### src/point_light_vertex_shade_top_macros.svh
// ----------------------------------------------------------------------------
// point_light_vertex_shade_top_macros
// Assertion helpers for the point light shading block.
// ----------------------------------------------------------------------------
`ifndef POINT_LIGHT_VERTEX_SHADE_TOP_MACROS_SVH
`define POINT_LIGHT_VERTEX_SHADE_TOP_MACROS_SVH

// Same-cycle implication under reset.
`define PLVS_ASSERT_NOW(label, clk, rstn, pre, post) \
    label: assert property (@(posedge clk) disable iff (!rstn) (pre) |-> (post)) \
        else $error("plvs assertion failed");

// Next-cycle implication under reset.
`define PLVS_ASSERT_NEXT(label, clk, rstn, pre, post) \
    label: assert property (@(posedge clk) disable iff (!rstn) (pre) |=> (post)) \
        else $error("plvs assertion failed");

`endif

### src/plvs_pkg.sv
// ----------------------------------------------------------------------------
// plvs_pkg
// Shared types and constants of the point light shading pipeline.
// ----------------------------------------------------------------------------
package plvs_pkg;

    localparam int COORD_WIDTH_DEF = 16;

    // Deltas are kept to 16 bits (wider ones are flagged far), so dx^2 + 4*dy^2 fits in 35 bits.
    localparam int DELTA_W    = 16;
    localparam int SQ_W       = 36;
    localparam int SQRT_STEPS = SQ_W / 2;
    localparam int DIST_W     = 18;
    localparam int PROD_W     = 24;
    localparam int NUM_W      = 25;
    localparam int QUOT_W     = 8;
    localparam int RGB_W      = 24;

    localparam logic [RGB_W-1:0] LIGHT_RGB_RST   = 24'hFFFFFF;
    localparam logic [RGB_W-1:0] AMBIENT_RGB_RST = 24'h000000;

    typedef enum logic [2:0] {
        REG_LIGHT_ENABLED  = 3'd0,
        REG_ISOMETRIC_MODE = 3'd1,
        REG_LIGHT_X        = 3'd2,
        REG_LIGHT_Y        = 3'd3,
        REG_LIGHT_RADIUS   = 3'd4,
        REG_LIGHT_RGB      = 3'd5,
        REG_AMBIENT_RGB    = 3'd6
    } plvs_reg_t;

    // Side information that rides along with each item.
    typedef struct packed {
        logic             far;
        logic [RGB_W-1:0] vertex_rgb;  // red 23:16, green 15:8, blue 7:0
    } plvs_side_t;

endpackage

### src/plvs_sqrt.sv
// ----------------------------------------------------------------------------
// plvs_sqrt
// Pipelined integer square root, rounded down, one result bit per stage.
// ----------------------------------------------------------------------------
module plvs_sqrt (
    input  logic                         aclk,
    input  logic                         aresetn,
    input  logic                         ce,
    input  logic                         in_valid,
    input  logic [plvs_pkg::SQ_W-1:0]    in_sq,
    input  plvs_pkg::plvs_side_t         in_side,
    output logic                         out_valid,
    output logic [plvs_pkg::DIST_W-1:0]  out_dist,
    output plvs_pkg::plvs_side_t         out_side
);

    localparam int RW = plvs_pkg::SQ_W;
    localparam int N  = plvs_pkg::SQRT_STEPS;

    logic [N-1:0]         v_reg;
    logic [RW-1:0]        n_reg   [N];
    logic [RW-1:0]        res_reg [N];
    plvs_pkg::plvs_side_t side_reg [N];

    for (genvar j = 0; j < N; j++) begin : g_step
        localparam int BP = RW - 2 - 2 * j;
        logic [RW-1:0]        n_in, r_in, trial;
        logic                 v_in;
        plvs_pkg::plvs_side_t s_in;

        if (j == 0) begin : g_first
            assign n_in = in_sq;
            assign r_in = '0;
            assign v_in = in_valid;
            assign s_in = in_side;
        end else begin : g_next
            assign n_in = n_reg[j-1];
            assign r_in = res_reg[j-1];
            assign v_in = v_reg[j-1];
            assign s_in = side_reg[j-1];
        end

        assign trial = r_in + (RW'(1) << BP);

        always_ff @(posedge aclk) begin
            if (!aresetn) begin
                v_reg[j] <= 1'b0;
            end else if (ce) begin
                v_reg[j] <= v_in;
            end
        end

        always_ff @(posedge aclk) begin
            if (ce) begin
                if (n_in >= trial) begin
                    n_reg[j]   <= n_in - trial;
                    res_reg[j] <= (r_in >> 1) + (RW'(1) << BP);
                end else begin
                    n_reg[j]   <= n_in;
                    res_reg[j] <= r_in >> 1;
                end
                side_reg[j] <= s_in;
            end
        end
    end

    assign out_valid = v_reg[N-1];
    assign out_dist  = res_reg[N-1][plvs_pkg::DIST_W-1:0];
    assign out_side  = side_reg[N-1];

endmodule

### config.mk
export PLATFORM = sky130hd
export DESIGN_NAME = plvs_sqrt
export DESIGN_NICKNAME = d
export VERILOG_FILES = /design/src/point_light_vertex_shade_top_macros.svh /design/src/plvs_pkg.sv /design/src/plvs_sqrt.sv
export SDC_FILE = /design/constraint.sdc
export NUM_CORES = 1
export LEC_CHECK = 0
export BUFFER_PORTS_ARGS = -buffer_cell sky130_fd_sc_hd__buf_4
export CORE_ASPECT_RATIO = 0.75
export CORE_MARGIN = 2
export CORE_UTILIZATION = 50
export CTS_CLUSTER_DIAMETER = 40
export DETAILED_ROUTE_END_ITERATION = 7
export PLACE_DENSITY = 0.66
export SLEW_MARGIN = 20
export SYNTH_ARGS = -nofsm -noshare
export SYNTH_HDL_FRONTEND = slang
export SYNTH_SLANG_ARGS = --single-unit
### constraint.sdc
create_clock -name aclk -period 6.74 [get_ports aclk]
set_input_delay 0.337 -clock aclk [delete_from_list [all_inputs] [get_ports aclk]]
set_output_delay 0.337 -clock aclk [all_outputs]
set_load 0.005 [all_outputs]
## After elaboration in Yosys (flattened, before gate mapping)

Memories as Yosys holds them, arrays and structs flattened.
Cells that the tools add are included.
Widths: inputs -> output; s select.

| word-level totals | value |
|---|---|
| bits in registers | 18 |
| RAM bits | 1,746 |
| input bits | 65 |
| output and inout port bits | 44 |
| memories | 3 |

| operators by class | value |
|---|---|
| add/subtract/negate cells | 52 |
| magnitude comparators | 18 |
| mux-type cells | 146 |
| bitwise gates (word level) | 36 |

Memories:

| memory | depth | width | read ports | clocked after memory_dff | wr ports | line | source |
|---|---|---|---|---|---|---|---|
| n_reg | 18 | 36 | 17 | 0 | 18 | plvs_sqrt.sv:21 | `logic [RW-1:0] n_reg [N];` |
| res_reg | 18 | 36 | 18 | 0 | 18 | plvs_sqrt.sv:22 | `logic [RW-1:0] res_reg [N];` |
| side_reg | 18 | 25 | 18 | 0 | 18 | plvs_sqrt.sv:23 | `plvs_pkg::plvs_side_t side_reg [N];` |

Operators by type and width:

| cell | count |
|---|---|
| $mux 36 | 36 |
| $ge 36x36->1 | 17 |
| $sub 36x36->36 | 17 |
| $mux 1 | 110 |
| $add 35x1->36 const B | 1 |
| $add 35x11->36 const B | 1 |
| $add 35x13->36 const B | 1 |
| $add 35x15->36 const B | 1 |
| $add 35x17->36 const B | 1 |
| $add 35x19->36 const B | 1 |
| $add 35x21->36 const B | 1 |
| $add 35x23->36 const B | 1 |
| $add 35x25->36 const B | 1 |
| $add 35x27->36 const B | 1 |
| $add 35x29->36 const B | 1 |
| $add 35x3->36 const B | 1 |
| $add 35x31->36 const B | 1 |
| $add 35x33->36 const B | 1 |
| $add 35x5->36 const B | 1 |
| $add 35x7->36 const B | 1 |
| $add 35x9->36 const B | 1 |
| $add 36x1->36 const B | 1 |
| $add 36x11->36 const B | 1 |
| $add 36x13->36 const B | 1 |
| other kinds (17) | 52 |

## Logic depth before layout (Yosys ltp)

An unclocked memory read counts as a cell.

| depth | value |
|---|---|
| depth in word-level cells | 7 |
| mapped depth | 12 |
| mapped depth without buffers | 10 |

## Worst setup path after synthesis

OpenSTA, ideal clock, no wires.

| timing path | value |
|---|---|
| path type | reg2reg |
| start | memory n_reg[7][20] in the netlist's numbering |
| end | memory n_reg[7][64] in the netlist's numbering (data pin) |
| setup time | 0.271 ns |
| data arrival time | 2.926 ns |
| path slack | 3.543 ns |
| cell stages (with the launch flop) | 11 |
| path buffers | 1 |
| clock period less this slack | 3.197 ns |
| cells stage by stage | edfxtp_1 > ha_1 > nor4_1 > nand3_1 > or4b_1 > or3_1 > or4_1 > buf_2 > a21bo_4 > nor4_1 > xor2_1 |

RTL lines:

| what | line |
|---|---|
| start, declared | plvs_sqrt.sv:21 |

==> impl_metrics.ini <==
[pwr]
swShare_pct = 24.02
sequentialPowerShare_pct = 51.1
switchingPower_w = 0.004648
powerDensity_nw_per_um2 = 330.0
intPower_w = 0.01470
pwr-share-clk_pct = 38.3
p_comb_share_pct = 10.6
power_leakage_nw = 21.44
vdd_ir_drop_max_mv = 0.2475

[final_layout]
drive_gt1_share_pct = 10.42
fin_area_um2 = 58640
layout.nets = 3869
final_cell_mix = edfxtp_1 (1233), inv_1 (219), nand2_1 (194), ha_1 (186), o21ai_0 (160)
n_antenna_cell = 0
areaGrowthSynthToFinish_pct = 15.10
largest_register_ffs = 612
layout_commonest_cell = edfxtp_1

[placed_design]
routabilityCongestion = 0.8803
dp_hpwl_mm = 61.33
placed_area_um2 = 53430
io_buffers = 108

[critical_path]
cp_num_buf_inv = 1
reg2reg_to = n_reg[7][34]$_DFFE_PP_
worstPathCellList = ha_1 > nand4b_1 > nor4_1 > nand3_1 > and2_1 > o311a_1 > buf_4 > nor4b_2 > nand4_1 > xnor2_1
r2r_slack_ns = 2.81
critPathSlowestCell = nor4_1
r2r_cells = 10
slowest_delay_ns = 0.68
regToRegStartpoint = n_reg[6][45]$_DFFE_PP_
crit_fanout = 30
cp-start-kind = register
worst_ep_arrival_time_ns = 4.42
worstSetupPathType = register to register
cp-end-kind = register
worst_path_dominant_cell_family = simple AND/OR/NAND/NOR gates
required_ns = 7.23

[synth]
ys_ff_latch = 1251
synth_async_sr_flop_share_pct = 0
synth_cell_types = 69
synth_seq_area_share_pct = 73.38
synth_edf_count = 1233
ys_warn_count = 0
synth_area_um2 = 50950
syn_nets = 3595
syn_avg_cell_area_um2 = 15.24
synth-main-ff-cell = edfxtp_1
synthCells = 3344

[sta]
fmax_ghz = 0.2543
finalHoldViolCount = 0
worstMarginPinSlew_ns = 1.055
rsz0062_at_grt = false
fin_tns_setup_ns = 0
finClkSkew_ns = 0.03321
period_share_pct = 58.35
slew-limit-headroom_pct = 29.00
finalMaxSlewViolations = 0
fin_crit_ns = 3.933
report.final.setup_viol = 0

[clock_network]
cts.sinks = 1251
worstSkewPairLatency_ns = 0.76
clock_path_buffers = 3
cts_resized = 0
path_clk_slew_ns = 0.06
cts_buffers = 141
htreeDepth = 4
cts-root-buf = clkbuf_16
cts_tree = done

[drt]
wl_mm = 90.65
wl_per_cell_um = 17.90
route.detailed.drc = 0
dr.pass1.iters = 5
vias = 27050
first_iter_violations = 2655
antenna_left = 0
viasPerCell = 5.343

[floorplanning]
fp.dieW_um = 372.6
initial_core_util_pct = 50.40
coreArea_um2 = 101100
fp.dieH_um = 280.5
die_area_um2 = 104500
io_pins = 109
row_count = 101

[grt]
grt_max_degree = 153
grt_overflow = 0
first_global_vias = 25660
antenna_found_initial = 1
grt_pass1_wl_mm = 142.7
grt_usage_pct = 17.47

[min_path]
worstHoldStart = ce
hold_path_depth = 1
hold_class = input pin to register
whs_endpoint = side_reg[0][6]$_DFFE_PP_

[flow_run]
maxCapViolCount = 0

[outcome]
status = finished, final reports clean
worst max path at each step:
stage / start / to / slack [ns] / depth (start not counted)
3_3_place_gp: n_reg[5][62]$_DFFE_PP_ / n_reg[6][27]$_DFFE_PP_ / 2.80 / 8
2_1_floorplan: n_reg[7][20]$_DFFE_PP_ / n_reg[7][64]$_DFFE_PP_ / 3.54 / 10
4_1_cts: n_reg[5][62]$_DFFE_PP_ / n_reg[6][27]$_DFFE_PP_ / 2.71 / 8
5_1_grt: n_reg[6][45]$_DFFE_PP_ / n_reg[7][34]$_DFFE_PP_ / 2.55 / 10
3_5_place_dp: n_reg[5][62]$_DFFE_PP_ / n_reg[6][27]$_DFFE_PP_ / 2.72 / 8
6_report: n_reg[6][45]$_DFFE_PP_ / n_reg[7][34]$_DFFE_PP_ / 2.81 / 10
synth_stat cells (5+ instances only):
library cell	number	share of area (%)
o31ai_1	11	0.16
nand4b_1	12	0.21
o31a_1	7	0.12
or4_1	32	0.47
inv_1	219	1.6
a21o_1	40	0.59
and4b_1	6	0.12
buf_2	7	0.069
nand2b_1	40	0.49
nand3b_1	10	0.15
nor2_1	150	1.1
o211ai_1	16	0.24
a21oi_1	144	1.4
xnor2_1	144	2.5
dfxtp_1	18	0.71
or3_1	20	0.25
nand3_1	50	0.49
edfxtp_1	1233	73
o21a_1	34	0.50
o21ai_0	160	1.6
xor2_1	118	2.0
nor3_1	75	0.74
nor4b_1	13	0.22
nor4_1	86	1.1
or2_2	5	0.061
ha_1	186	4.6
a2111oi_0	7	0.12
mux2_2	25	0.55
o21bai_1	10	0.15
nand2_1	194	1.4
a211oi_1	23	0.34
o41ai_1	6	0.10
and3_1	10	0.12
nand4_1	35	0.43
nor3b_1	7	0.10
mux2i_1	24	0.47
nor2b_1	42	0.52
a21boi_0	5	0.074
and2_1	9	0.11
clkbuf_1	51	0.38
a31oi_1	5	0.061
kinds of logic after synthesis:
kind of cell | synth area share [%]
compound gates | 6.070
xor+xnor | 4.504
fa+ha+maj | 4.568
buf+inv | 2.117
flops | 73.38
mux | 1.024
simple gates | 8.342
worst register-to-register path: stages, from the launching register on:
cell and delay (ns):
edfxtp_1 0.40, ha_1 0.39, nand4b_1 0.17, nor4_1 0.68, nand3_1 0.20, and2_1 0.22
o311a_1 0.34, buf_4 0.24, nor4b_2 0.67, nand4_1 0.21, xnor2_1 0.17
final cells by class:
| class | instances | area (um2) |
|---|---|---|
| clock buffers | 164 | 3700 |
| repair buffers | 195 | 1687 |
| multi-input cells | 1810 | 12510 |
| clock inverters | 85 | 865.8 |
| inverters | 219 | 822.0 |
| well taps | 1339 | 1675 |
| fillers | 7752 | 42450 |
| flip-flops and latches | 1251 | 37390 |
metal layers:
metal	vias to the layer above	wire length, um	GRT usage (%)
met5	-	0	0
met4	0	1496	5.201
met3	125	6141	4.193
met2	733	39080	25.30
met1	12970	43930	26.22
li1	13230	-	-
per-stage QoR:
step | setup WS (ns) | hold WS (ns) | std cells | power (W) | util (%)
final | 2.807 | 0.05415 | 5063 | 0.01935 | 58.01
after global routing | 2.552 | 0.04797 | 5063 | 0.02018 | 58.01
after CTS | 2.711 | 0.02429 | 5063 | 0.01953 | 58.00
after detailed placement | 2.715 | 0.4045 | 4750 | 0.01205 | 52.85
after global placement | 2.800 | 0.4002 | 4750 | 0.01200 | 52.85
after floorplan | 3.543 | 0.4003 | 3344 | 0.01137 | -
power by group through the flow:
| stage | Clock [W] | Sequential [W] | Combinational (W) |
|---|---|---|---|
| 2_1_floorplan | 0 | 0.00987 | 0.00150 |
| 3_3_place_gp | 0 | 0.0100 | 0.00198 |
| 3_5_place_dp | 0 | 0.0100 | 0.00200 |
| 4_1_cts | 0.00760 | 0.00989 | 0.00205 |
| 5_1_grt | 0.00791 | 0.00996 | 0.00231 |
| 6_report | 0.00741 | 0.00988 | 0.00206 |
repair_timing:
action                     CTS  global route
setup endpoints to repair    0             0
hold buffers                64             0
buffers inserted             0             0
hold endpoints to repair    79             0
Power figures use the tool's default switching activity.
