===== src/point_light_vertex_shade_top_macros.svh =====
// ----------------------------------------------------------------------------
// point_light_vertex_shade_top_macros
// Assertion helpers for the point light shading block.
// ----------------------------------------------------------------------------
`ifndef POINT_LIGHT_VERTEX_SHADE_TOP_MACROS_SVH
`define POINT_LIGHT_VERTEX_SHADE_TOP_MACROS_SVH

// Same-cycle implication under reset.
`define PLVS_ASSERT_NOW(label, clk, rstn, pre, post) \
    label: assert property (@(posedge clk) disable iff (!rstn) (pre) |-> (post)) \
        else $error("plvs assertion failed");

// Next-cycle implication under reset.
`define PLVS_ASSERT_NEXT(label, clk, rstn, pre, post) \
    label: assert property (@(posedge clk) disable iff (!rstn) (pre) |=> (post)) \
        else $error("plvs assertion failed");

`endif


===== src/plvs_pkg.sv =====
// ----------------------------------------------------------------------------
// plvs_pkg
// Shared types and constants of the point light shading pipeline.
// ----------------------------------------------------------------------------
package plvs_pkg;

    localparam int COORD_WIDTH_DEF = 16;

    // Deltas are kept to 16 bits (wider ones are flagged far), so dx^2 + 4*dy^2 fits in 35 bits.
    localparam int DELTA_W    = 16;
    localparam int SQ_W       = 36;
    localparam int SQRT_STEPS = SQ_W / 2;
    localparam int DIST_W     = 18;
    localparam int PROD_W     = 24;
    localparam int NUM_W      = 25;
    localparam int QUOT_W     = 8;
    localparam int RGB_W      = 24;

    localparam logic [RGB_W-1:0] LIGHT_RGB_RST   = 24'hFFFFFF;
    localparam logic [RGB_W-1:0] AMBIENT_RGB_RST = 24'h000000;

    typedef enum logic [2:0] {
        REG_LIGHT_ENABLED  = 3'd0,
        REG_ISOMETRIC_MODE = 3'd1,
        REG_LIGHT_X        = 3'd2,
        REG_LIGHT_Y        = 3'd3,
        REG_LIGHT_RADIUS   = 3'd4,
        REG_LIGHT_RGB      = 3'd5,
        REG_AMBIENT_RGB    = 3'd6
    } plvs_reg_t;

    // Side information that rides along with each item.
    typedef struct packed {
        logic             far;
        logic [RGB_W-1:0] vertex_rgb;  // red 23:16, green 15:8, blue 7:0
    } plvs_side_t;

endpackage


===== src/plvs_shade.sv =====
// ----------------------------------------------------------------------------
// plvs_shade
// Lit test, falloff product, pipelined ceiling division and channel mix.
// ----------------------------------------------------------------------------
module plvs_shade (
    input  logic                         aclk,
    input  logic                         aresetn,
    input  logic                         ce,
    input  logic                         in_valid,
    input  logic [plvs_pkg::DIST_W-1:0]  in_dist,
    input  plvs_pkg::plvs_side_t         in_side,
    input  logic                         light_enabled,
    input  logic [15:0]                  light_radius,
    input  logic [plvs_pkg::RGB_W-1:0]   light_rgb,
    input  logic [plvs_pkg::RGB_W-1:0]   ambient_rgb,
    output logic                         out_valid,
    output logic [plvs_pkg::RGB_W-1:0]   out_rgb,
    output logic                         out_lit
);

    localparam int QW = plvs_pkg::QUOT_W;
    localparam int NW = plvs_pkg::NUM_W;
    localparam int D  = QW;
    localparam int S  = D + 3;

    logic [7:0] lc [3];
    logic [7:0] diff [3];

    logic [S-1:0]              v_reg;
    logic [S-2:0]              lit_reg;
    logic [plvs_pkg::RGB_W-1:0] vrgb_reg [S-1];
    logic [plvs_pkg::PROD_W-1:0] prod_reg [3];
    logic [NW-1:0]             rem_reg [D+1][3];
    logic [QW-1:0]             q_reg   [D][3];
    logic [plvs_pkg::RGB_W-1:0] rgb_reg;
    logic [plvs_pkg::RGB_W-1:0] rgb_next;
    logic                      lit_p;

    always_comb begin
        for (int k = 0; k < 3; k++) begin
            lc[k]   = light_rgb[8*k +: 8];
            diff[k] = (light_rgb[8*k +: 8] >= ambient_rgb[8*k +: 8])
                      ? light_rgb[8*k +: 8] - ambient_rgb[8*k +: 8]
                      : ambient_rgb[8*k +: 8] - light_rgb[8*k +: 8];
        end
    end

    assign lit_p = light_enabled && (light_radius != 16'd0) && !in_side.far &&
                   (in_dist <= plvs_pkg::DIST_W'(light_radius));

    always_ff @(posedge aclk) begin
        if (!aresetn) begin
            v_reg <= '0;
        end else if (ce) begin
            v_reg <= {v_reg[S-2:0], in_valid};
        end
    end

    // Stage 0 product, stage 1 numerator, stages 2..D+1 quotient bits.
    always_ff @(posedge aclk) begin
        if (ce) begin
            lit_reg     <= {lit_reg[S-3:0], lit_p};
            vrgb_reg[0] <= in_side.vertex_rgb;
            for (int s = 1; s < S - 1; s++) begin
                vrgb_reg[s] <= vrgb_reg[s-1];
            end
            for (int k = 0; k < 3; k++) begin
                prod_reg[k]   <= in_dist[15:0] * diff[k];
                // round the quotient up
                rem_reg[0][k] <= NW'(prod_reg[k]) + NW'(light_radius) - NW'(1);
            end
        end
    end

    for (genvar d = 0; d < D; d++) begin : g_div
        localparam int BI = QW - 1 - d;
        logic [NW-1:0] dv;
        assign dv = NW'(light_radius) << BI;

        always_ff @(posedge aclk) begin
            if (ce) begin
                for (int k = 0; k < 3; k++) begin
                    if (rem_reg[d][k] >= dv) begin
                        rem_reg[d+1][k] <= rem_reg[d][k] - dv;
                        q_reg[d][k]     <= ((d == 0) ? '0 : q_reg[(d == 0) ? 0 : d-1][k]) |
                                           (QW'(1) << BI);
                    end else begin
                        rem_reg[d+1][k] <= rem_reg[d][k];
                        q_reg[d][k]     <= (d == 0) ? '0 : q_reg[(d == 0) ? 0 : d-1][k];
                    end
                end
            end
        end
    end

    always_comb begin
        logic [7:0] fall, val, vc;
        rgb_next = ambient_rgb;
        for (int k = 0; k < 3; k++) begin
            fall = q_reg[D-1][k];
            vc   = vrgb_reg[S-2][8*k +: 8];
            val  = (fall >= lc[k]) ? 8'd0 : lc[k] - fall;
            if (lit_reg[S-2]) begin
                rgb_next[8*k +: 8] = (val < vc) ? vc : val;
            end
        end
    end

    always_ff @(posedge aclk) begin
        if (ce) begin
            rgb_reg <= rgb_next;
        end
    end

    logic lit_out_reg;
    always_ff @(posedge aclk) begin
        if (ce) begin
            lit_out_reg <= lit_reg[S-2];
        end
    end

    assign out_valid = v_reg[S-1];
    assign out_rgb   = rgb_reg;
    assign out_lit   = lit_out_reg;

endmodule


===== config.mk =====
export PLATFORM = sky130hd
export DESIGN_NAME = plvs_shade
export DESIGN_NICKNAME = d
export VERILOG_FILES = /design/src/point_light_vertex_shade_top_macros.svh /design/src/plvs_pkg.sv /design/src/plvs_shade.sv
export SDC_FILE = /design/constraint.sdc
export NUM_CORES = 2
export LEC_CHECK = 0
export BUFFER_PORTS_ARGS = -buffer_cell sky130_fd_sc_hd__clkbuf_2
export CORE_MARGIN = 1.5
export CORE_UTILIZATION = 65
export CTS_CLUSTER_DIAMETER = 100
export DETAILED_ROUTE_END_ITERATION = 16
export PLACE_DENSITY = 0.8
export SYNTH_ARGS = -nofsm -noshare
export SYNTH_HDL_FRONTEND = slang
export SYNTH_SLANG_ARGS = --single-unit

===== constraint.sdc =====
create_clock -name aclk -period 20.6 [get_ports aclk]
set_clock_uncertainty 0.15 [all_clocks]
set_input_delay 2.06 -clock aclk [delete_from_list [all_inputs] [get_ports aclk]]
set_output_delay 2.06 -clock aclk [all_outputs]
set_load 0.01 [all_outputs]

* Word-level counts from Yosys, hierarchy flattened *
Memory sizes are Yosys's and may differ from the RTL's.
Cells that the tools add are included.

word-level totals
  memory bits (writable) = 1,179
  memories = 4
  bits in registers = 46
  bits of input ports = 112

cells by class
  multiplexer cells = 206
  bitwise logic cells = 48
  add/sub/neg operators = 39
  multiply operators = 3
  reduce and logical (&&, ||, !) cells = 5
  order comparisons = 34

memory list
  memory    depth  width  read ports  clocked after Yosys merged registers in  write ports  line              source
  rem_reg   9      75     8           0                                        9            plvs_shade.sv:33  logic [NW-1:0] rem_reg [D+1][3];
  vrgb_reg  10     24     10          0                                        10           plvs_shade.sv:31  logic [plvs_pkg::RGB_W-1:0] vrgb_reg [S-1];
  q_reg     8      24     8           0                                        8            plvs_shade.sv:34  logic [QW-1:0] q_reg [D][3];
  prod_reg  3      24     3           0                                        3            plvs_shade.sv:32  logic [plvs_pkg::PROD_W-1:0] prod_reg [3];

operator list
  cell                     number
  $mux W25                 24
  $mux W8                  36
  $mux W1                  146
  $add A24 B16 Y25         3
  $ge A25 B16 Y1           3
  $ge A25 B17 Y1           3
  $ge A25 B18 Y1           3
  $ge A25 B19 Y1           3
  $ge A25 B20 Y1           3
  $ge A25 B21 Y1           3
  $ge A25 B22 Y1           3
  $ge A25 B23 Y1           3
  $sub A25 B1 Y25 const B  3
  $sub A25 B16 Y25         3
  $sub A25 B17 Y25         3
  $sub A25 B18 Y25         3
  $sub A25 B19 Y25         3
  $sub A25 B20 Y25         3
  $sub A25 B21 Y25         3
  $sub A25 B22 Y25         3
  $sub A25 B23 Y25         3
  $mul A16 B8 Y24          3
  $sub A8 B8 Y8            9
  $ge A8 B8 Y1             6
  6 further kinds          57

* Logic depth before layout (Yosys ltp) *
An unclocked memory read counts as a cell.

  word-level depth = 6
  depth in mapped cells = 33
  gate-level depth less buffers = 32

* Worst setup path before layout *
Ideal clock, no wire load.

  path type = input to register
  from = in light_rgb[8] (netlist name)
  to = mem prod_reg[0][47] (netlist name), data pin
  arrival = 8.831 ns
  stages on the path = 31
  library setup time = 0.255 ns
  data required time = 20.195 ns
  path buffers = 1
  path slack = 11.363 ns
  cell sequence = inv_1 ha_1 inv_1 fa_1 a21o_1 a2111oi_4 o21ai_4 mux2i_1 a221o_1 a31o_1 a21oi_2 o21ai_2 xor2_2 buf_2 and2_1 fa_1 fa_1 fa_1 inv_1 fa_1 inv_1 ha_1 o21a_1 o21ai_0 a21oi_1 o21ai_0 a21oi_1 o41ai_2 o31ai_1 or4_1 and3_1

RTL lines
  element             line              source
  start: declaration  plvs_shade.sv:14  input logic [plvs_pkg::RGB_W-1:0] light_rgb,
  end: declaration    plvs_shade.sv:32

==> qor.txt <==
status - finished, final reports clean
vias in the first global route - 51600
placed cell count - 8547
GRT Total Usage - 0.295
sequential fraction of the synthesis area - 0.426
Tmin final - 9.94 ns
Critical Path Start Type - primary input
Hold Startpoint - vrgb_reg[1][1]
total negative slack - 0 ns
CTS Buffer Depth - 3
maxcap violations - 0
Setup Fix Bufs, Post-CTS - 0
slowest stage cell, crit path - xnor2_1
total gr overflow - 0
drt first-iter violations - 4509
die height - 343 um
design area - 81000 sq um
r2r setup slk - 15.98 ns
worst vdd ir - 0.000229 V
Row Count - 124
HPWL Detailed - 125 mm
routed len/inst - 19.8 um
DR pass1 iterations - 9
Synth Area per Inst - 10.7 sq um
post-route insts no fill - 8754
final worst setup slack - 10.66 ns
vias per cell - 6.00
Routed WL - 174 mm
synthesis warning total - 0
fmax - 101 MHz
Power, Total - 13800 uW
Main synth FF type - edfxtp_1
WP data arrival - 10.23 ns
Port Buf Inserts - 137
IO Pins - 138
Worst EP required - 20.90 ns
area grow syn2layout - 8.16%
CORE AREA - 114000 sq um
Pleak - 0.0343 uW
Hold Fails Final Rpt - 0
max reg flops - 600
actual slew at the worst max-slew pin - 1.34 ns
GPL Wtd Cong - 0.930
power per cell area - 171 nW/um^2
htree depth - 3
relative slew slack - 0.105
Critical Path Fanout Max - 17
TritonCTS sink count - 1066
reg-to-reg startpoint - q_reg[7][8]
clk slew on worst S/H paths - 0.07 ns
fin crit share - 0.482
Initial Utilization - 0.655
fillcell total - 8061
Yosys reg bits - 1066
capturing element type of the critical path - register
crit path from - light_rgb[8]
Routed Antenna Nets - 0
CTS Hold Bufs - 0
vias - 52600
asr flop ratio synth - 0
cell count after synthesis - 6995
Final Max Slew Viols - 0
post-placement setup slack - 10.10 ns
first-pass GRT wire length - 273 mm
die width - 343 um
Syn Nets - 8131
Slowest Stage Delay on Critical Path - 0.99 ns
endpoints failing setup - 0
EDFF count, synth - 1055
Placed Area - 77400 sq um
unrepaired setup endpoints after global routing - false
cts bufs inserted - 113
initial antenna violation count - 16
die area - 117000 sq um
HP Class - register to register
net total in the final layout - 8286
clk_lat worst skew - 0.73 ns
CP Class - primary input to register
pin count of the biggest net entering global routing - 192
DRC Markers - 0
area of the mapped netlist - 74900 sq um
CTS root buffer - clkbuf_16
Yosys cell types - 99
CTS tree - built
PostCTS Resize Cnt - 0
layout cells sized above 1 - 0.0717
-- synth_stat cells, drive strengths merged, types with 59 or more instances --
library cell	count	area (sq um)
a21o	180	1350
a21oi	431	2180
and2	191	1190
clkbuf	129	484
edfxtp	1055	31700
fa	285	5710
ha	739	9250
inv	809	3040
mux2i	70	701
nand2	461	1730
nand2b	117	732
nand3	72	365
nand4	59	369
nor2	380	1430
nor2b	234	1460
nor3	131	661
o21a	80	601
o21ai	410	2100
xnor2	286	2510
xor2	176	1550
-- where the power goes --
part	switching [uW]	internal, uW
Clock	870	1120
Sequential	403	3590
Combinational	4370	3470
Total	5640	8180
-- metal layers --
layer,vias up,track usage,wire length [um]
li1,25000,-,-
met1,25400,0.393,72900
met2,1736,0.481,81400
met3,374,0.0530,12900
met4,14,0.120,6470
met5,-,0,93
-- path summary, 6_finish.rpt --
kind | end | depth (start not counted)
worst min register to register | vrgb_reg[2][1] | 0
worst min-delay path | vrgb_reg[2][1] | 0
worst max register to register | out_rgb[13] | 14
worst max-delay path | prod_reg[0][47] | 29
-- per-stage QoR --
step,hold WS [ns],util
finish,0.230,0.709
global route,0.246,0.709
CTS,0.232,0.709
detailed placement,0.255,0.677
global placement,0.251,0.677
floorplan,0.250,-
-- kinds of logic (layout without fill, tap and decap cells) --
family | Yosys count | count (layout) | share of synthesized area
multiplexers | 122 | 122 | 0.0173
AND/OR/NAND/NOR | 1875 | 1875 | 0.128
other | 0 | 7 | 0
AO/OA/AOI/OAI | 1473 | 1473 | 0.125
buffers and inverters | 973 | 1213 | 0.0497
flip-flops | 1066 | 1066 | 0.426
adder cells (fa/ha/maj) | 1024 | 1024 | 0.200
XOR/XNOR | 462 | 462 | 0.0542
-- area by class of cell --
type / count / area (sq um) / share of cell area
Multi-Input combinational cell: 4956 / 39400 / 0.486
Sequential cell: 1066 / 31900 / 0.394
Inverter: 809 / 3040 / 0.0375
Clock buffer: 125 / 2870 / 0.0355
Tap cell: 1512 / 1890 / 0.0233
Timing Repair Buffer: 204 / 1210 / 0.0149
Clock inverter: 75 / 746 / 0.00920
Antenna cell: 7 / 17.5 / 0.000216
-- worst max-delay path: cells and delay by family --
kind / cells / cell delay [ns]
buffers and inverters: 5 / 0.38
AOI/OAI and AO/OA: 12 / 2.40
adders and majority gates: 6 / 2.98
xor gates and xnor gates: 1 / 0.99
and+or+nand+nor: 4 / 1.20
muxes: 1 / 0.24
-- layout by cell type, fill, tap and decap left out, types with 117 or more instances in the layout --
| cell type | n |
|---|---|
| edfxtp_1 | 1055 |
| inv_1 | 791 |
| ha_1 | 739 |
| nand2_1 | 461 |
| a21oi_1 | 422 |
| nor2_1 | 379 |
| o21ai_0 | 370 |
| xnor2_1 | 285 |
| fa_1 | 285 |
| nor2b_1 | 234 |
| and2_1 | 191 |
| a21o_1 | 180 |
| xor2_1 | 175 |
| clkbuf_2 | 136 |
| nor3_1 | 129 |
| nand2b_1 | 117 |
Note: power is estimated with default switching activity, not from simulation.
