$ cat src/point_light_vertex_shade_top_macros.svh
// ----------------------------------------------------------------------------
// point_light_vertex_shade_top_macros
// Assertion helpers for the point light shading block.
// ----------------------------------------------------------------------------
`ifndef POINT_LIGHT_VERTEX_SHADE_TOP_MACROS_SVH
`define POINT_LIGHT_VERTEX_SHADE_TOP_MACROS_SVH

// Same-cycle implication under reset.
`define PLVS_ASSERT_NOW(label, clk, rstn, pre, post) \
    label: assert property (@(posedge clk) disable iff (!rstn) (pre) |-> (post)) \
        else $error("plvs assertion failed");

// Next-cycle implication under reset.
`define PLVS_ASSERT_NEXT(label, clk, rstn, pre, post) \
    label: assert property (@(posedge clk) disable iff (!rstn) (pre) |=> (post)) \
        else $error("plvs assertion failed");

`endif

$ cat src/plvs_pkg.sv
// ----------------------------------------------------------------------------
// plvs_pkg
// Shared types and constants of the point light shading pipeline.
// ----------------------------------------------------------------------------
package plvs_pkg;

    localparam int COORD_WIDTH_DEF = 16;

    // Deltas are kept to 16 bits (wider ones are flagged far), so dx^2 + 4*dy^2 fits in 35 bits.
    localparam int DELTA_W    = 16;
    localparam int SQ_W       = 36;
    localparam int SQRT_STEPS = SQ_W / 2;
    localparam int DIST_W     = 18;
    localparam int PROD_W     = 24;
    localparam int NUM_W      = 25;
    localparam int QUOT_W     = 8;
    localparam int RGB_W      = 24;

    localparam logic [RGB_W-1:0] LIGHT_RGB_RST   = 24'hFFFFFF;
    localparam logic [RGB_W-1:0] AMBIENT_RGB_RST = 24'h000000;

    typedef enum logic [2:0] {
        REG_LIGHT_ENABLED  = 3'd0,
        REG_ISOMETRIC_MODE = 3'd1,
        REG_LIGHT_X        = 3'd2,
        REG_LIGHT_Y        = 3'd3,
        REG_LIGHT_RADIUS   = 3'd4,
        REG_LIGHT_RGB      = 3'd5,
        REG_AMBIENT_RGB    = 3'd6
    } plvs_reg_t;

    // Side information that rides along with each item.
    typedef struct packed {
        logic             far;
        logic [RGB_W-1:0] vertex_rgb;  // red 23:16, green 15:8, blue 7:0
    } plvs_side_t;

endpackage

$ cat src/plvs_front.sv
// ----------------------------------------------------------------------------
// plvs_front
// Distance front end: absolute deltas, squares and the weighted sum.
// ----------------------------------------------------------------------------
module plvs_front #(
    parameter int COORD_WIDTH = plvs_pkg::COORD_WIDTH_DEF
) (
    input  logic                            aclk,
    input  logic                            aresetn,
    input  logic                            ce,
    input  logic                            in_valid,
    input  logic signed [COORD_WIDTH-1:0]   point_x,
    input  logic signed [COORD_WIDTH-1:0]   point_y,
    input  logic [plvs_pkg::RGB_W-1:0]      vertex_rgb,
    input  logic signed [COORD_WIDTH-1:0]   light_x,
    input  logic signed [COORD_WIDTH-1:0]   light_y,
    input  logic                            isometric_mode,
    output logic                            out_valid,
    output logic [plvs_pkg::SQ_W-1:0]       out_sq,
    output plvs_pkg::plvs_side_t            out_side
);

    localparam int MW = (COORD_WIDTH + 1 > plvs_pkg::DELTA_W) ? COORD_WIDTH + 1
                                                              : plvs_pkg::DELTA_W;

    logic signed [COORD_WIDTH:0] ddx, ddy;
    logic [COORD_WIDTH:0]        mag_x, mag_y;
    logic [MW-1:0]               ext_x, ext_y;

    logic [2:0]                              v_reg;
    logic [plvs_pkg::DELTA_W-1:0]            dx_reg, dy_reg;
    logic [2*plvs_pkg::DELTA_W-1:0]          dxx_reg, dyy_reg;
    logic [plvs_pkg::SQ_W-1:0]               sq_reg;
    plvs_pkg::plvs_side_t                    side1_reg, side2_reg, side3_reg;

    assign ddx   = {point_x[COORD_WIDTH-1], point_x} - {light_x[COORD_WIDTH-1], light_x};
    assign ddy   = {point_y[COORD_WIDTH-1], point_y} - {light_y[COORD_WIDTH-1], light_y};
    assign mag_x = ddx[COORD_WIDTH] ? $unsigned(-ddx) : $unsigned(ddx);
    assign mag_y = ddy[COORD_WIDTH] ? $unsigned(-ddy) : $unsigned(ddy);
    assign ext_x = MW'(mag_x);
    assign ext_y = MW'(mag_y);

    always_ff @(posedge aclk) begin
        if (!aresetn) begin
            v_reg <= '0;
        end else if (ce) begin
            v_reg <= {v_reg[1:0], in_valid};
        end
    end

    always_ff @(posedge aclk) begin
        if (ce) begin
            dx_reg               <= ext_x[plvs_pkg::DELTA_W-1:0];
            dy_reg               <= ext_y[plvs_pkg::DELTA_W-1:0];
            side1_reg.far        <= (|(ext_x >> plvs_pkg::DELTA_W)) ||
                                    (|(ext_y >> plvs_pkg::DELTA_W));
            side1_reg.vertex_rgb <= vertex_rgb;
            dxx_reg              <= dx_reg * dx_reg;
            dyy_reg              <= dy_reg * dy_reg;
            side2_reg            <= side1_reg;
            // vertical term counts four times in isometric mode
            sq_reg               <= plvs_pkg::SQ_W'(dxx_reg) +
                                    (isometric_mode ? plvs_pkg::SQ_W'({dyy_reg, 2'b00})
                                                    : plvs_pkg::SQ_W'(dyy_reg));
            side3_reg            <= side2_reg;
        end
    end

    assign out_valid = v_reg[2];
    assign out_sq    = sq_reg;
    assign out_side  = side3_reg;

endmodule

$ cat config.mk
export PLATFORM = sky130hd
export DESIGN_NAME = plvs_front
export DESIGN_NICKNAME = d
export VERILOG_FILES = /design/src/point_light_vertex_shade_top_macros.svh /design/src/plvs_pkg.sv /design/src/plvs_front.sv
export SDC_FILE = /design/constraint.sdc
export NUM_CORES = 1
export LEC_CHECK = 0
export BUFFER_PORTS_ARGS = -buffer_cell sky130_fd_sc_hd__buf_2
export CAP_MARGIN = 25
export CORE_UTILIZATION = 65
export DETAILED_ROUTE_END_ITERATION = 12
export MAX_ROUTING_LAYER = met4
export PLACE_DENSITY_LB_ADDON = 0.1
export SLEW_MARGIN = 20
export SYNTH_ARGS = -nofsm -noshare
export SYNTH_HDL_FRONTEND = slang
export SYNTH_SLANG_ARGS = --single-unit
$ cat constraint.sdc
create_clock -name aclk -period 14.15 [get_ports aclk]
set_input_delay 2.83 -clock aclk [delete_from_list [all_inputs] [get_ports aclk]]
set_output_delay 2.83 -clock aclk [all_outputs]
set_load 0.01 [all_outputs]
---- Yosys cells after proc, flatten, opt, wreduce, memory -nomap -nowiden ----
Cells that the tools add are included.
storage, ports and cells
  register bits after elaboration ......... 210
  input bits .............................. 93
  logic and storage cells ................. 23
cells by class
  add/sub/neg operators ................... 5
  mux-type cells .......................... 3
  multipliers ............................. 2
  reduce and logical (&&, ||, !) cells .... 1
operators by type and width
  operator                      count
  multiplier 16 x 16 -> 32 bit  2
  adder 32 x 34 -> 35 bit       1
  2-to-1 mux 17 bit             2
  2-to-1 mux 34 bit             1
  negator 17 bit                2
  subtractor 16 x 16 -> 17 bit  2
  logical OR 1 bit              1

---- Logic depth before layout (Yosys ltp) ----
Gate-level depths: netlist (run 1).
  depth in word-level cells ............... 4
  mapped depth ............................ 25

---- Least setup slack after synthesis (run 1) ----
OpenSTA, ideal clock, no wires.
  path type ............................... register to register
  from .................................... register dx_reg[4] in the netlist's numbering
  to ...................................... register dxx_reg[30] in the netlist's numbering, data pin
  data arrival time ....................... 5.940 ns
  setup slack ............................. 7.949 ns
  cell stages (with the launch flop) ...... 23
  buffers on the path ..................... 2
  clock period less this slack ............ 6.201 ns
  setup time .............................. 0.261 ns
  cell sequence ........................... edfxtp_1 -> clkbuf_1 -> clkbuf_1 -> nand2_1 -> fa_1 -> fa_1 -> inv_1 -> fa_1 -> fa_1 -> fa_1 -> inv_1 -> fa_1 -> inv_1 -> ha_1 -> nand2_1 -> nor3_1 -> nor4bb_1 -> o31ai_1 -> a21boi_1 -> o211ai_1 -> a21oi_1 -> nor4_1 -> a311o_1
on the way
  cells in the longest elaborated chain, start to end .. 1
RTL lines
  what                          line              source
  from (decl)                   plvs_front.sv:31  logic [plvs_pkg::DELTA_W-1:0] dx_reg, dy_reg;
  from (signal assigned)        plvs_front.sv:53  dx_reg <= ext_x[plvs_pkg::DELTA_W-1:0];
  multiplier 16 x 16 -> 32 bit  plvs_front.sv:58  dxx_reg <= dx_reg * dx_reg;
  to (signal assigned)          plvs_front.sv:58
  to (decl)                     plvs_front.sv:32  logic [2*plvs_pkg::DELTA_W-1:0] dxx_reg, dyy_reg;
Every way passes these cells.
A chain may end at the register's enable or synchronous reset.

---- Worst setup path after layout (run 1) ----
  from .................................... register dy_reg[13] in the netlist's numbering
  to ...................................... register dyy_reg[31] in the netlist's numbering, data pin
on the way
  cells in the longest elaborated chain, start to end .. 1
RTL lines
  what                          line              source
  from (decl)                   plvs_front.sv:31
  from (signal assigned)        plvs_front.sv:54  dy_reg <= ext_y[plvs_pkg::DELTA_W-1:0];
  multiplier 16 x 16 -> 32 bit  plvs_front.sv:59  dyy_reg <= dy_reg * dy_reg;
  to (signal assigned)          plvs_front.sv:59
  to (decl)                     plvs_front.sv:32
Every way passes these cells.

==> results.py, run 1 <==
metrics = {
    "synthesis": {
        "syn_inst": 2504,
        "yosys.cell_types.count": 76,
        "synth_enable_flop_cells": 204,
        "asyncSetResetFlopFracSynth_pct": 0,
        "synth.ff_latch_count": 207,
        "synthesis.yosys.warnings": 0,
        "netlist_top_cells_area": "sky130_fd_sc_hd__fa_1 26%, sky130_fd_sc_hd__edfxtp_1 24%, sky130_fd_sc_hd__ha_1 13%, sky130_fd_sc_hd__inv_1 8.5%, sky130_fd_sc_hd__xnor2_1 3.4%",
        "synth.cell_area_um2": 25000,
        "yosysTopAreaCellShare_pct": 26.2,
        "syn-mean-instance-area_um2": 10.0,
        "seq_area_frac_synth_pct": 24.7,
        "most_used_dff_post_synth": "sky130_fd_sc_hd__edfxtp_1",
        "netlist.top_cell.by_area": "sky130_fd_sc_hd__fa_1",
    },
    "timing": {
        "rsz0062_at_grt": "no",
        "max-slew-margin-rel_pct": 37.0,
        "setup_viol_count_final": 0,
        "tightestPinTransition_ns": 0.946,
        "max_clock_freq_ghz": 0.143,
        "hold-worst-slack_ns": 0.418,
        "final_max_slew_viol_count": 0,
        "finalWorstPathRequiredPeriod_ns": 6.98,
        "hold_violations": 0,
        "fin_skew_ns": 0.0195,
        "final_period_utilization_pct": 49.3,
        "totalNegativeSetupSlack_ns": 0,
    },
    "critical_path": {
        "critical_path_peak_fanout": 14,
        "setup.reg_to_reg.worst_slack_ns": 7.17,
        "critical_path_required_ns": 14.45,
        "cp-start-kind": "register",
        "cp.arrival_ns": 7.28,
        "critical-path-max-stage-delay_ns": 0.71,
        "crit_path_end_kind": "register",
        "critPathKind": "reg -> reg",
        "crit_top_cell": "sky130_fd_sc_hd__fa_1",
        "slowest_stage": "sky130_fd_sc_hd__edfxtp_1",
        "crit_chain": "inv_1, nor2_1, ha_1, xor2_1, fa_1, inv_1, fa_1, fa_1, fa_1, inv_1, fa_1, inv_1, ha_1, a2111oi_0, o21ai_0, o21ai_0, o211a_1, nor4_1, nor3_1, o211ai_1, a21oi_1, xnor2_1",
        "worst_r2r_startpoint": "dy_reg[13]",
        "number_of_cells_on_the_worst_reg_to_reg_path": 22,
        "timing.rr.end": "dyy_reg[31]",
    },
    "final_layout": {
        "finalCoreUtilization_pct": 71.8,
        "flip_flop_count_of_the_largest_register_all_copies_and_words_added": 35,
        "fin_cells": 3166,
        "flow.area_growth_from_synthesis_pct": 8.20,
        "final_nets": 3324,
        "drive_gt1_share_pct": 9.61,
    },
    "global_routing": {
        "grtUsageTotal_pct": 29.2,
        "grt_first_pass_wirelength_um": 88100,
        "via_count_of_the_first_global_routing_pass": 18100,
        "initial_antenna_violation_count": 1,
        "grt-ovfl-total": 0,
        "pin_count_of_the_biggest_net_entering_global_routing": 79,
    },
    "routing": {
        "drtIter0Drc": 905,
        "drtAntennaViolNets": 0,
        "via_per_inst": 5.56,
        "drt_pass_1_iters": 5,
        "dr_total_vias": 17600,
        "drcViolationCount": 0,
        "totalWireLength_um": 53700,
        "route.detailed.wl_per_inst_um": 17.0,
    },
    "floorplanning": {
        "placementRows": 71,
        "design.portCount": 155,
        "die_width_um": 198,
        "floorplan.die_area_um2": 39300,
        "design.core.area_um2": 37800,
        "floorplan.initialDensity_pct": 66.3,
        "fp.dieH_um": 198,
    },
    "hold_path": {
        "whs_path_depth": 0,
        "hp-class": "reg -> reg",
        "hold_path.startpoint": "side1_reg[0]",
        "timing.hold.worst_endpoint": "side2_reg[0]",
    },
    "cts": {
        "cts_repair_resize_count": 0,
        "clkLatencyLatePin_ns": 0.56,
        "clock_edge_transition_at_the_registers_on_the_reported_setup_and_hold_paths_ns": 0.06,
        "h-tree-depth": 1,
        "tritoncts": "done",
        "cts-hold-fix-buffers": 0,
        "cts.sink_count": 207,
        "clock_tree.root_cell": "sky130_fd_sc_hd__clkbuf_16",
        "numCtsBuffers": 26,
        "post-cts-setup-buffers": 0,
        "cts_buffer_depth": 3,
    },
    "placed_design": {
        "io_buffer_count": 153,
        "dpl.hpwl_um": 44100,
        "placedCellCount": 3119,
        "routabilityCongestion": 0.989,
    },
    "outcome": {
        "run_status": "completed",
    },
    "run": {
        "drv_cap": 0,
    },
}
how the worst max path moves through the flow:
stage          slack (ns)          end  startpoint
5_1_grt              6.71  dxx_reg[30]   dx_reg[6]
3_3_place_gp         7.43  dxx_reg[30]   dx_reg[3]
4_1_cts              7.21  dxx_reg[30]  dx_reg[11]
6_report             7.17  dyy_reg[31]  dy_reg[13]
3_5_place_dp         7.25  dxx_reg[30]  dx_reg[11]
2_1_floorplan        7.95  dxx_reg[30]   dx_reg[4]
metrics by stage:
step / worst slack, ns / instance area [µm²]
after floorplan: 7.95 / 25000
after global placement: 7.43 / 26300
after detailed placement: 7.25 / 26300
after CTS: 7.21 / 27100
after global routing: 6.71 / 27100
final: 7.17 / 27100
synthesized netlist by cell type (all sizes together), types with 53 or more instances:
cell    number
edfxtp     204
fa         328
xnor2       98
a21o        59
ha         266
and2        75
o21ai       58
inv        568
nor2       110
xor2        53
nand2      207
a21oi      108
kinds of logic after synthesis:
group,Yosys count,synth area share (%)
xor+xnor,151,5.28
buf+inv,621,9.36
mux,34,1.51
compound gates,349,9.17
other cells,1,0.0150
flops,207,24.7
fa+ha+maj,594,39.5
simple gates,547,10.4
per-layer routing:
layer | routed length [µm] | up-vias | global-route usage (%) | share of wire, %
li1 | - | 8317 | - | -
met1 | 23100 | 8623 | 38.2 | 43
met2 | 26100 | 560 | 48.6 | 49
met3 | 3180 | 96 | 3.25 | 5.9
met4 | 1320 | 0 | 7.61 | 2.4
met5 | 0 | - | - | 0
cell usage in the layout, fill, tap and decap left out, types with 25 or more instances in the layout:
master	netlist	final
sky130_fd_sc_hd__a21o_1	59	59
sky130_fd_sc_hd__a21oi_1	106	106
sky130_fd_sc_hd__and2_1	75	75
sky130_fd_sc_hd__buf_2	1	152
sky130_fd_sc_hd__clkbuf_16	0	26
sky130_fd_sc_hd__edfxtp_1	204	204
sky130_fd_sc_hd__fa_1	328	328
sky130_fd_sc_hd__ha_1	266	266
sky130_fd_sc_hd__inv_1	568	568
sky130_fd_sc_hd__mux2_2	31	31
sky130_fd_sc_hd__nand2_1	207	207
sky130_fd_sc_hd__nor2_1	110	110
sky130_fd_sc_hd__nor2b_1	25	25
sky130_fd_sc_hd__nor3_1	32	32
sky130_fd_sc_hd__o21ai_0	56	56
sky130_fd_sc_hd__o21bai_1	32	32
sky130_fd_sc_hd__xnor2_1	98	98
sky130_fd_sc_hd__xor2_1	53	53
final cells by class:
type / instances / area (µm²)
inverter: 568 / 2130
clock inverter: 15 / 150
multi-input combinational: 1677 / 16500
fill: 2848 / 10700
antenna: 1 / 2.50
clock buffer: 30 / 666
tap: 511 / 639
timing repair buffer: 157 / 805
sequential: 207 / 6190
critical path, delay by kind of cell (launching register included):
family	cells	cell delay, ns
AOI/OAI and AO/OA	6	1.42
xor gates and xnor gates	2	0.27
adders and majority gates	7	3.14
buffers and inverters	4	0.44
DFF	1	0.71
and+or+nand+nor	3	0.75
Power of run 1 is not shown: default switching activity piles up to over one toggle a cycle in this logic, so the estimate is an artifact.
==> inputs of run 2 (changes only) <==
--- a/config.mk
+++ b/config.mk
@@ -5,9 +5,10 @@
 export SDC_FILE = /design/constraint.sdc
 export NUM_CORES = 1
 export LEC_CHECK = 0
+export ABC_AREA = 1
 export BUFFER_PORTS_ARGS = -buffer_cell sky130_fd_sc_hd__buf_2
 export CAP_MARGIN = 25
-export CORE_UTILIZATION = 65
+export CORE_UTILIZATION = 64
 export DETAILED_ROUTE_END_ITERATION = 12
 export MAX_ROUTING_LAYER = met4
 export PLACE_DENSITY_LB_ADDON = 0.1
==> constraint.sdc (replaced) <==
create_clock -name aclk -period 7.2 [get_ports aclk]
set_input_delay 1.44 -clock aclk [delete_from_list [all_inputs] [get_ports aclk]]
set_output_delay 1.44 -clock aclk [all_outputs]
set_load 0.01 [all_outputs]
==> results.py, run 2 <==
metrics = {
    "final_layout": {
        "flow.area_growth_from_synthesis_pct": 7.42,
        "most_frequent_cells_in_the_layout": "798 x sky130_fd_sc_hd__inv_1, 729 x sky130_fd_sc_hd__nand2_1, 328 x sky130_fd_sc_hd__fa_1",
        "final_nets": 3964,
        "design_area_um2": 28400,
        "drive_gt1_share_pct": 7.32,
        "antenna-diode-count": 0,
        "flip_flop_count_of_the_largest_register_all_copies_and_words_added": 35,
        "mostFrequentLayoutCell": "sky130_fd_sc_hd__inv_1",
        "finalCoreUtilization_pct": 69.7,
    },
    "routing": {
        "via_per_inst": 5.24,
        "totalWireLength_um": 56300,
        "drcViolationCount": 1,
        "dr_total_vias": 20000,
        "drt_pass_1_iters": 9,
        "drtAntennaViolNets": 0,
        "drtIter0Drc": 1126,
        "route.detailed.wl_per_inst_um": 14.7,
    },
    "outcome": {
        "violations": "DRC",
        "run_status": "finished, violations left",
    },
    "timing": {
        "setup_viol_count_final": 0,
        "rsz0062_at_grt": "no",
        "max_clock_freq_ghz": 0.162,
        "tightestPinTransition_ns": 1.00,
        "final_max_slew_viol_count": 0,
        "hold-worst-slack_ns": 0.414,
        "max-slew-margin-rel_pct": 33.1,
        "final_period_utilization_pct": 85.8,
        "fin_skew_ns": 0.0152,
        "totalNegativeSetupSlack_ns": 0,
        "finalWorstPathRequiredPeriod_ns": 6.18,
        "hold_violations": 0,
    },
    "floorplanning": {
        "placementRows": 74,
        "floorplan.die_area_um2": 42100,
        "design.portCount": 155,
        "design.core.area_um2": 40700,
        "die_width_um": 205,
        "floorplan.initialDensity_pct": 64.9,
        "fp.dieH_um": 205,
    },
    "synthesis": {
        "asyncSetResetFlopFracSynth_pct": 0,
        "seq_area_frac_synth_pct": 23.4,
        "most_used_dff_post_synth": "sky130_fd_sc_hd__edfxtp_1",
        "synth.cell_area_um2": 26400,
        "post-synth-top-count-cell": "sky130_fd_sc_hd__inv_1",
        "synth_commonest_cells": "798 x sky130_fd_sc_hd__inv_1, 729 x sky130_fd_sc_hd__nand2_1, 328 x sky130_fd_sc_hd__fa_1, 266 x sky130_fd_sc_hd__ha_1, 204 x sky130_fd_sc_hd__edfxtp_1",
        "yosys.cell_types.count": 44,
        "yosysTopAreaCellShare_pct": 24.8,
        "synthesis.yosys.warnings": 0,
        "syn_inst": 3166,
        "synth_enable_flop_cells": 204,
        "synth.ff_latch_count": 207,
        "netlist_top_cells_area": "sky130_fd_sc_hd__fa_1 25%, sky130_fd_sc_hd__edfxtp_1 23%, sky130_fd_sc_hd__ha_1 13%, sky130_fd_sc_hd__inv_1 11%, sky130_fd_sc_hd__nand2_1 10%",
        "syn-mean-instance-area_um2": 8.35,
        "netlist.top_cell.by_area": "sky130_fd_sc_hd__fa_1",
    },
    "placed_design": {
        "io_buffer_count": 153,
        "place_area_um2": 27600,
        "routabilityCongestion": 0.942,
        "dpl.hpwl_um": 47200,
    },
    "global_routing": {
        "grtUsageTotal_pct": 28.3,
        "initial_antenna_violation_count": 0,
        "grt_first_pass_wirelength_um": 92900,
        "pin_count_of_the_biggest_net_entering_global_routing": 174,
        "via_count_of_the_first_global_routing_pass": 20200,
        "grt-ovfl-total": 0,
    },
    "cts": {
        "clkLatencyLatePin_ns": 0.53,
        "cts-hold-fix-buffers": 0,
        "cts_buffer_depth": 3,
        "numCtsBuffers": 23,
        "tritoncts": "done",
        "post-cts-setup-buffers": 0,
        "clock_tree.root_cell": "sky130_fd_sc_hd__clkbuf_16",
        "clock_edge_transition_at_the_registers_on_the_reported_setup_and_hold_paths_ns": 0.06,
        "cts_repair_resize_count": 0,
        "h-tree-depth": 1,
        "cts.sink_count": 207,
    },
    "critical_path": {
        "critPathKind": "reg -> reg",
        "cp-start-kind": "register",
        "setup.reg_to_reg.worst_slack_ns": 1.02,
        "crit_path_end_kind": "register",
        "cp.arrival_ns": 6.45,
        "critical_path_required_ns": 7.47,
        "critical_path_peak_fanout": 17,
    },
    "run": {
        "drv_cap": 0,
    },
    "hold_path": {
        "hp-class": "reg -> reg",
    },
}
-- run 2: cells by family (layout without fill, tap and decap cells) --
family                   Yosys count  in the layout  synth area share (%)
flip-flops                       207            207                  23.4
AND/OR/NAND/NOR                 1093           1093                  16.9
XOR/XNOR                         119            119                  4.00
other                              1              2                0.0142
AO/OA/AOI/OAI                    281            281                  5.79
adder cells (fa/ha/maj)          594            594                  37.4
buffers and inverters            871            997                  12.4
-- run 2: layout make-up --
class                   instances  area [µm²]
multi-input cells            2089       17000
fillers                      3300       12400
flip-flops and latches        207        6190
inverters                     802        3010
repair buffers                154         795
well taps                     532         666
clock buffers                  26         587
clock inverters                15         188
-- run 2: stage by stage --
step | setup WS [ns] | instances
after floorplan | 1.62 | 3167
after global placement | 1.16 | 3784
after detailed placement | 0.997 | 3784
after CTS | 0.993 | 3825
after global routing | 0.657 | 3825
final | 1.02 | 3825
-- run 2: worst paths after layout --
| path | startpoint | endpoint | depth (start not counted) |
|---|---|---|---|
| min reg2reg | side1_reg[13] | side2_reg[13] | 0 |
| max reg2reg | dy_reg[8] | dyy_reg[31] | 22 |
| max | dy_reg[8] | dyy_reg[31] | 22 |
| min | side1_reg[13] | side2_reg[13] | 0 |
-- run 2: worst max-delay path, cell delays in order (launching register included) --
cell	delay, ns
sky130_fd_sc_hd__edfxtp_1	0.68
sky130_fd_sc_hd__nand2_1	0.23
sky130_fd_sc_hd__inv_1	0.08
sky130_fd_sc_hd__fa_1	0.54
sky130_fd_sc_hd__inv_1	0.05
sky130_fd_sc_hd__fa_1	0.53
sky130_fd_sc_hd__inv_1	0.05
sky130_fd_sc_hd__fa_1	0.50
sky130_fd_sc_hd__inv_1	0.06
sky130_fd_sc_hd__fa_1	0.53
sky130_fd_sc_hd__inv_1	0.05
sky130_fd_sc_hd__fa_1	0.47
sky130_fd_sc_hd__inv_1	0.04
sky130_fd_sc_hd__fa_1	0.47
sky130_fd_sc_hd__inv_1	0.04
sky130_fd_sc_hd__ha_1	0.33
sky130_fd_sc_hd__nand2_1	0.10
sky130_fd_sc_hd__nor2_1	0.14
sky130_fd_sc_hd__nand2_1	0.07
sky130_fd_sc_hd__o21ai_0	0.46
sky130_fd_sc_hd__nand3_1	0.22
sky130_fd_sc_hd__o211ai_1	0.21
sky130_fd_sc_hd__nand2_1	0.08
-- run 2: routing by layer --
layer | part of all wire (%) | GRT usage [%]
met1 | 42 | 34.9
met2 | 49 | 48.8
met3 | 4.8 | 2.26
met4 | 3.7 | 10.7
met5 | 0 | -
Power of run 2 is left out for the same reason.
